==> config.mk <==
export PLATFORM = sky130hd
export DESIGN_NAME = fcsm_cmd
export DESIGN_NICKNAME = d
export VERILOG_FILES = /design/src/rtl/fcsm_pkg.sv /design/src/rtl/fcsm_cmd.sv
export SDC_FILE = /design/constraint.sdc
export NUM_CORES = 1
export LEC_CHECK = 0
export BUFFER_PORTS_ARGS = -buffer_cell sky130_fd_sc_hd__buf_2
export CAP_MARGIN = 0
export CORE_ASPECT_RATIO = 0.8
export CORE_MARGIN = 2
export CORE_UTILIZATION = 45
export CTS_BUF_LIST = sky130_fd_sc_hd__clkbuf_4 sky130_fd_sc_hd__clkbuf_8 sky130_fd_sc_hd__clkbuf_16
export CTS_CLUSTER_SIZE = 16
export DETAILED_ROUTE_END_ITERATION = 6
export PLACE_DENSITY = 0.83
export SLEW_MARGIN = 15
export SYNTH_ARGS = -nofsm -noshare
export SYNTH_HDL_FRONTEND = slang
export SYNTH_SLANG_ARGS = --single-unit
==> constraint.sdc <==
create_clock -name clk -period 5.4 [get_ports clk]
set_input_delay 0.54 -clock clk [delete_from_list [all_inputs] [get_ports clk]]
set_output_delay 0.54 -clock clk [all_outputs]
set_load 0.1 [all_outputs]
==> src/rtl/fcsm_pkg.sv <==
// Package for the flash command state machine: command codes, decoder and
// sequencer state types, and the decoder-to-sequencer info struct.
// Depends on nothing; the decoder, the top level and the testbench import it.
`timescale 1ns / 1ps
`default_nettype none

package fcsm_pkg;

	localparam logic [15:0] ADDR_UNLOCK1 = 16'h5555;
	localparam logic [15:0] ADDR_UNLOCK2 = 16'h2AAA;
	localparam logic [15:0] ADDR_BANK_SEL = 16'h0000;
	localparam logic [7:0] DATA_UNLOCK1 = 8'hAA;
	localparam logic [7:0] DATA_UNLOCK2 = 8'h55;
	localparam logic [7:0] CMD_AUTOSELECT = 8'h90;
	localparam logic [7:0] CMD_ERASE_SETUP = 8'h80;
	localparam logic [7:0] CMD_RESET = 8'hF0;
	localparam logic [7:0] CMD_PROGRAM = 8'hA0;
	localparam logic [7:0] CMD_BANK_SELECT = 8'hB0;
	localparam logic [7:0] CMD_SECTOR_ERASE = 8'h30;
	localparam logic [7:0] CMD_CHIP_ERASE = 8'h10;
	localparam logic [7:0] MFR_ID_ONE_BANK = 8'h32;
	localparam logic [7:0] MFR_ID_TWO_BANK = 8'h62;
	localparam logic [7:0] DEV_ID_ONE_BANK = 8'h1B;
	localparam logic [7:0] DEV_ID_TWO_BANK = 8'h13;
	localparam logic [7:0] ID_ADDR_MFR = 8'h00;
	localparam logic [7:0] ID_ADDR_DEV = 8'h01;
	localparam logic [7:0] ERASED_BYTE = 8'hFF;
	localparam logic [7:0] ZERO_BYTE = 8'h00;

	localparam logic FUNC_READ = 1'b0;
	localparam logic FUNC_WRITE = 1'b1;

	localparam logic CFG_TWO_BANKS = 1'b0;
	localparam logic CFG_ERASE_FILL = 1'b1;

	typedef enum logic [3:0] {
		PH_ARRAY = 4'd0,
		PH_CMD1 = 4'd1,
		PH_CMD2 = 4'd2,
		PH_AUTO = 4'd3,
		PH_CMD3 = 4'd4,
		PH_CMD4 = 4'd5,
		PH_CMD5 = 4'd6,
		PH_PROG = 4'd8,
		PH_BANK = 4'd9
	} phase_t;

	typedef enum logic [1:0] {
		RM_ARRAY = 2'd0,
		RM_AUTO = 2'd1,
		RM_ERASED = 2'd2
	} rmode_t;

	typedef enum logic [1:0] {
		ACT_NONE = 2'd0,
		ACT_PROGRAM = 2'd1,
		ACT_SECTOR = 2'd2,
		ACT_CHIP = 2'd3
	} action_t;

	typedef enum logic [1:0] {
		ST_CLEAR = 2'd0,
		ST_IDLE = 2'd1,
		ST_READ = 2'd2,
		ST_ERASE = 2'd3
	} seq_state_t;

	typedef struct packed {
		action_t action;
		logic bank;
		logic rd_from_mem;
		logic [7:0] rd_value;
	} cmd_info_t;

endpackage

`default_nettype wire

==> src/rtl/fcsm_cmd.sv <==
// Command decoder: phase, read mode and active bank registers, and the
// per-beat decode of reads and command writes. Depends on fcsm_pkg.
`timescale 1ns / 1ps
`default_nettype none

module fcsm_cmd (
	input wire logic clk,
	input wire logic arst_n,
	input wire logic accept,
	input wire logic func,
	input wire logic [15:0] bus_address,
	input wire logic [7:0] write_data,
	input wire logic dual,
	input wire logic two_banks,
	output fcsm_pkg::cmd_info_t info
);
	import fcsm_pkg::*;

	phase_t phase_q, phase_d;
	rmode_t mode_q, mode_d;
	logic bank_q, bank_d;

	always_comb begin
		phase_d = phase_q;
		mode_d = mode_q;
		bank_d = bank_q;
		if (func == FUNC_READ) begin
			if (mode_q == RM_ERASED) begin
				phase_d = PH_ARRAY;
				mode_d = RM_ARRAY;
			end
		end else begin
			case (phase_q)
				PH_ARRAY: begin
					if (bus_address == ADDR_UNLOCK1 && write_data == DATA_UNLOCK1) begin
						phase_d = PH_CMD1;
					end
				end
				PH_CMD1: begin
					if (bus_address == ADDR_UNLOCK2 && write_data == DATA_UNLOCK2) begin
						phase_d = PH_CMD2;
					end else begin
						phase_d = PH_ARRAY;
					end
				end
				PH_CMD2: begin
					phase_d = PH_ARRAY;
					mode_d = RM_ARRAY;
					if (bus_address == ADDR_UNLOCK1) begin
						if (write_data == CMD_AUTOSELECT) begin
							phase_d = PH_AUTO;
							mode_d = RM_AUTO;
						end else if (write_data == CMD_ERASE_SETUP) begin
							phase_d = PH_CMD3;
							mode_d = mode_q;
						end else if (write_data == CMD_PROGRAM) begin
							phase_d = PH_PROG;
							mode_d = mode_q;
						end else if (write_data == CMD_BANK_SELECT && dual) begin
							phase_d = PH_BANK;
							mode_d = mode_q;
						end
					end
				end
				PH_CMD3: begin
					if (bus_address == ADDR_UNLOCK1 && write_data == DATA_UNLOCK1) begin
						phase_d = PH_CMD4;
					end else begin
						phase_d = PH_ARRAY;
						mode_d = RM_ARRAY;
					end
				end
				PH_CMD4: begin
					if (bus_address == ADDR_UNLOCK2 && write_data == DATA_UNLOCK2) begin
						phase_d = PH_CMD5;
					end else begin
						phase_d = PH_ARRAY;
						mode_d = RM_ARRAY;
					end
				end
				PH_CMD5: begin
					if (write_data == CMD_SECTOR_ERASE || write_data == CMD_CHIP_ERASE) begin
						mode_d = RM_ERASED;
					end else begin
						phase_d = PH_ARRAY;
						mode_d = RM_ARRAY;
					end
				end
				PH_AUTO: begin
					if (write_data != CMD_RESET && bus_address == ADDR_UNLOCK1
							&& write_data == DATA_UNLOCK1) begin
						phase_d = PH_CMD1;
					end else begin
						phase_d = PH_ARRAY;
						mode_d = RM_ARRAY;
					end
				end
				PH_BANK: begin
					if (bus_address == ADDR_BANK_SEL) begin
						bank_d = write_data[0];
					end
					phase_d = PH_ARRAY;
					mode_d = RM_ARRAY;
				end
				default: begin
					phase_d = PH_ARRAY;
					mode_d = RM_ARRAY;
				end
			endcase
		end
	end

	always_comb begin
		info.action = ACT_NONE;
		info.bank = dual & bank_q;
		info.rd_from_mem = 1'b0;
		info.rd_value = ZERO_BYTE;
		if (func == FUNC_READ) begin
			case (mode_q)
				RM_ARRAY: info.rd_from_mem = 1'b1;
				RM_AUTO: begin
					if (bus_address[7:0] == ID_ADDR_MFR) begin
						info.rd_value = two_banks ? MFR_ID_TWO_BANK : MFR_ID_ONE_BANK;
					end else if (bus_address[7:0] == ID_ADDR_DEV) begin
						info.rd_value = two_banks ? DEV_ID_TWO_BANK : DEV_ID_ONE_BANK;
					end
				end
				RM_ERASED: info.rd_value = ERASED_BYTE;
				default: info.rd_value = ZERO_BYTE;
			endcase
		end else begin
			case (phase_q)
				PH_PROG: info.action = ACT_PROGRAM;
				PH_CMD5: begin
					if (write_data == CMD_SECTOR_ERASE) begin
						info.action = ACT_SECTOR;
					end else if (write_data == CMD_CHIP_ERASE) begin
						info.action = ACT_CHIP;
					end
				end
				default: info.action = ACT_NONE;
			endcase
		end
	end

	always_ff @(posedge clk or negedge arst_n) begin
		if (!arst_n) begin
			phase_q <= PH_ARRAY;
			mode_q <= RM_ARRAY;
			bank_q <= 1'b0;
		end else if (accept) begin
			phase_q <= phase_d;
			mode_q <= mode_d;
			bank_q <= bank_d;
		end
	end

endmodule

`default_nettype wire

# Yosys cells after proc, flatten, opt, wreduce, memory -nomap -nowiden

Index checks and enable logic that the tools add are counted.

Bits in registers: 7
Latch bits: 0
Bits in writable memories: 0
ROM bits: 0
Input bits: 30
Output and inout bits: 12
Word-level logic and storage cells: 87
Memories: 0

Add/subtract/negate cells: 0
$mul: 0
Divide/modulo/power cells: 0
Magnitude comparators: 0
Equality and inequality tests: 31
Shift operators: 0
Muxes and demuxes: 37
Bitwise operators: 1
Reduce and logical (&&, ||, !) cells: 15

Operators with widths:

| operator               | number |
|---|---|
| $eq A8 B8 Y1 const B   | 5 |
| $mux W4                | 10 |
| $mux W2                | 15 |
| $pmux W4 S7            | 1 |
| $eq A16 B14 Y1 const B | 1 |
| $eq A16 B15 Y1 const B | 1 |
| $logic_not A16 Y1      | 1 |
| $pmux W8 S2            | 1 |
| $ne A3 B3 Y1 const B   | 5 |
| $ne A5 B5 Y1 const B   | 3 |
| $mux W7                | 2 |
| $eq A4 B3 Y1 const B   | 3 |
| $pmux W2 S6            | 1 |
| $mux W9                | 1 |
| $reduce_and A9 Y1      | 1 |
| $eq A4 B2 Y1 const B   | 2 |
| $eq A4 B4 Y1 const B   | 2 |
| $eq A8 B1 Y1 const B   | 1 |
| $eq A8 B5 Y1 const B   | 1 |
| $eq A8 B6 Y1 const B   | 1 |
| $eq A8 B7 Y1 const B   | 1 |
| $logic_not A8 Y1       | 1 |
| $ne A8 B8 Y1 const B   | 1 |
| $reduce_and A4 Y1      | 2 |
| other kinds (15)       | 21 |

# Depth between registers and ports, before layout

Depth after elaboration: 9
Depth in mapped cells: 7
Depth with buffers taken out: 7

# Worst setup path before layout

No wires, ideal clock.

Path type: in2out
From: input bus_address[7]
To: output info[3] (netlist bit)
Arrival time: 3.548 ns
Required time: 4.860 ns
Slack: 1.312 ns
Stages on the path: 5
Buffers on the path: 0
Cell sequence: nor4_2 -> nand2_1 -> nor2_1 -> nand2_1 -> o21ai_0

RTL lines:

| item            | line           | source |
|---|---|---|
| start, declared | fcsm_cmd.sv:11 | `input wire logic [15:0] bus_address,` |
| end, declared   | fcsm_cmd.sv:15 | `output fcsm_pkg::cmd_info_t info` |

==> impl_results.md <==
- Status: finished, final reports clean
- Total power draw: 190 µW
- Clock transition at path regs: 0.05 ns
- Reg2Reg Depth: 5
- Sequential share of the synthesized area: 19.9%
- Overflow after GRT: 0
- Std-Cell Rows: 14
- Startpoint types: input port
- Final wirelength: 2.63 mm
- Min Tclk post-route: 2.91 ns
- Final sum of negative setup slack: 0 ns
- Worst reg2reg setup slack: 3.29 ns
- Setup ws final: 2.49 ns
- Cells after Synth: 115
- Final hold vios: 0
- Vias per cell: 5.85
- CP Capture Type: primary output
- CP required: 4.86 ns
- Design area: 1140 µm²
- Seq cells post-synth: 7
- DRT antenna net count: 0
- Fin util: 61.2%
- Simple-gate share of the synthesized area: 44.1%
- Syn. warnings: 0
- Detailed Route Iter0 Violations: 47
- Clock network latency to the later pin of the worst-skew pair: 0.24 ns
- Relative slew slack: 52.8%
- Max cap viols: 0
- Input/output buffers: 41
- Postcts setup bufs: 0
- Die X: 53.5 µm
- Vias in the first global route: 929
- Peak supply drop: 0.000188 V
- Max FO, Critical Path: 8
- Commonest cells after routing, fill and taps aside: 41 x buf_2, 16 x nand2_1, 11 x nor2_1
- Post-CTS sizing: 0
- CTS Hold Bufs: 0
- Worst-margin pin slew: 0.702 ns
- Reg2reg start: phase_q[0]
- Via count: 1,065
- Remaining DRCs: 0
- RSZ-0062 raised after global routing: false
- Cts bufs inserted: 3
- Arr. time, crit path: 2.37 ns
- Clock tree sinks: 7
- Syn_area_per_cell: 7.67 µm²
- CP Class: in -> out
- Ports: 42
- Power Density: 167 nW/µm²
- Final setup fails: 0
- Post-Place Worst Slack: 2.51 ns
- Hold crit path type: in -> async
- Most common cell after layout, fill and taps aside: buf_2
- Synth cell types: 40
- Layout Nets: 192
- Max Fclk: 344 MHz
- Dpl hpwl: 2.24 mm
- FF-to-FF End: phase_q[0]
- Layout area overhead: 28.8%
- Max Transition Viols Final: 0
- First-pass GRT wire length: 4.11 mm
- Initial Utilization: 47.5%
- Final GP Congestion: 0.981
- Post-synthesis mux area share: 8.37%
- XOR/XNOR share of the synthesized area: 0%
- Syn_nets: 148
- Layout Skew: 0.000663 ns
- Routed len/inst: 14.4 µm
- CTS root buf: clkbuf_4
- Synth Area in Adders: 4.26%
- Post-synthesis compound-gate area fraction: 18.7%
- CTS Buffer Depth: 2
- Main combinational cell family by area after synthesis: simple AND/OR/NAND/NOR gates
- Mapped cell area: 882 µm²
- Die area: 2330 µm²
- Tot GR Track Use: 24.3%
- Area after DPL: 1110 µm²
- CTS tree: done
- Leakage power: 0.000510 µW
- Fin crit share: 53.8%
- DIE HEIGHT: 43.6 µm
- # diodes: 0
- FILL cells: 182
- Largest net degree at the start of global routing: 10
- Core Region: 1860 µm²
- H-tree levels: 1
- Antenna violations before repair: 0
- Share of layout cells above drive strength 1: 35.4%
- DR pass1 iterations: 4
## cell families after synthesis
group,count (synthesis)
AO/OA/AOI/OAI,22
adder cells (fa/ha/maj),3
buffers and inverters,10
flip-flops,7
multiplexers,7
AND/OR/NAND/NOR,66
## worst max-delay path, cell delays in order
cell and delay (ns):
buf_2 0.11, nor4_2 0.65, nand2_1 0.22, nor2_1 0.19, nand2_1 0.09, o21ai_0 0.13, buf_2 0.44
## sequential cells by signal, summed over array words and instances (netlist names)
register	cells
bank_q	1
mode_q	2
phase_q	4
## synth_stat cells, drive strengths merged
| library cell | number | area share, % |
|---|---|---|
| o21bai | 1 | 0.85 |
| or2 | 1 | 0.71 |
| mux2i | 4 | 4.5 |
| o31a | 1 | 1.1 |
| a21o | 1 | 0.85 |
| a31oi | 1 | 0.71 |
| nand2 | 16 | 6.8 |
| o211a | 1 | 1.1 |
| o211ai | 1 | 0.85 |
| buf | 1 | 0.85 |
| a21bo | 2 | 2.3 |
| and2 | 2 | 1.4 |
| nand4 | 8 | 5.7 |
| a211oi | 2 | 1.7 |
| and4 | 1 | 0.99 |
| o21ai | 7 | 4.0 |
| ha | 3 | 4.3 |
| or3 | 1 | 1.3 |
| or3b | 1 | 0.99 |
| dfrtp | 7 | 20 |
| and4b | 2 | 2.3 |
| nor4b | 3 | 3.0 |
| nor4 | 6 | 5.7 |
| a22o | 1 | 0.99 |
| clkbuf | 1 | 0.43 |
| or4b | 2 | 2.7 |
| nor2 | 11 | 4.7 |
| a221oi | 1 | 1.7 |
| mux2 | 3 | 3.8 |
| nor4bb | 1 | 1.1 |
| inv | 8 | 3.4 |
| a21oi | 1 | 0.57 |
| o31ai | 1 | 0.85 |
| a32o | 1 | 1.1 |
| nor2b | 4 | 2.8 |
| nand3 | 3 | 1.7 |
| nor3 | 4 | 2.3 |
## routing by layer
layer / part of all wire (%) / GRT usage (%) / wire length, µm
met1: 41 / 34.1 / 1090
met2: 49 / 39.5 / 1280
met3: 9.9 / 2.07 / 261
met4: 0 / 7.69 / 0
met5: 0 / 0 / 0
## layout make-up
cell class	instances	area (µm²)	share of cell area [%]
well taps	24	30.0	2.64
repair buffers	41	205	18.1
clock buffers	4	30.0	2.64
multi-input cells	98	666	58.6
flip-flops and latches	7	175	15.4
inverters	8	30.0	2.64
## stage by stage
| step | hold WS, ns | std cells |
|---|---|---|
| 5_1_grt | 0.111 | 182 |
| 6_report | 0.117 | 182 |
| 3_5_place_dp | 0.373 | 178 |
| 4_1_cts | 0.110 | 182 |
| 2_1_floorplan | 0.244 | 115 |
| 3_3_place_gp | 0.369 | 178 |
## worst max-delay path by stage
stage | startpoint | end | cells past startpoint
finish | bus_address[7] | info[3] | 7
detailed placement | bus_address[7] | info[3] | 7
global route | bus_address[7] | info[6] | 7
floorplan | bus_address[7] | info[3] | 5
CTS | bus_address[7] | info[3] | 7
global placement | bus_address[7] | info[6] | 7
## report_power, final
group	internal (µW)	switching, µW	leakage [µW]
Combinational	27.8	50.6	0.000395
Clock	33.0	15.9	0.0000184
Sequential	56.8	5.95	0.0000963
Total	118	72.4	0.000510
(Power assumes the default switching activity.)
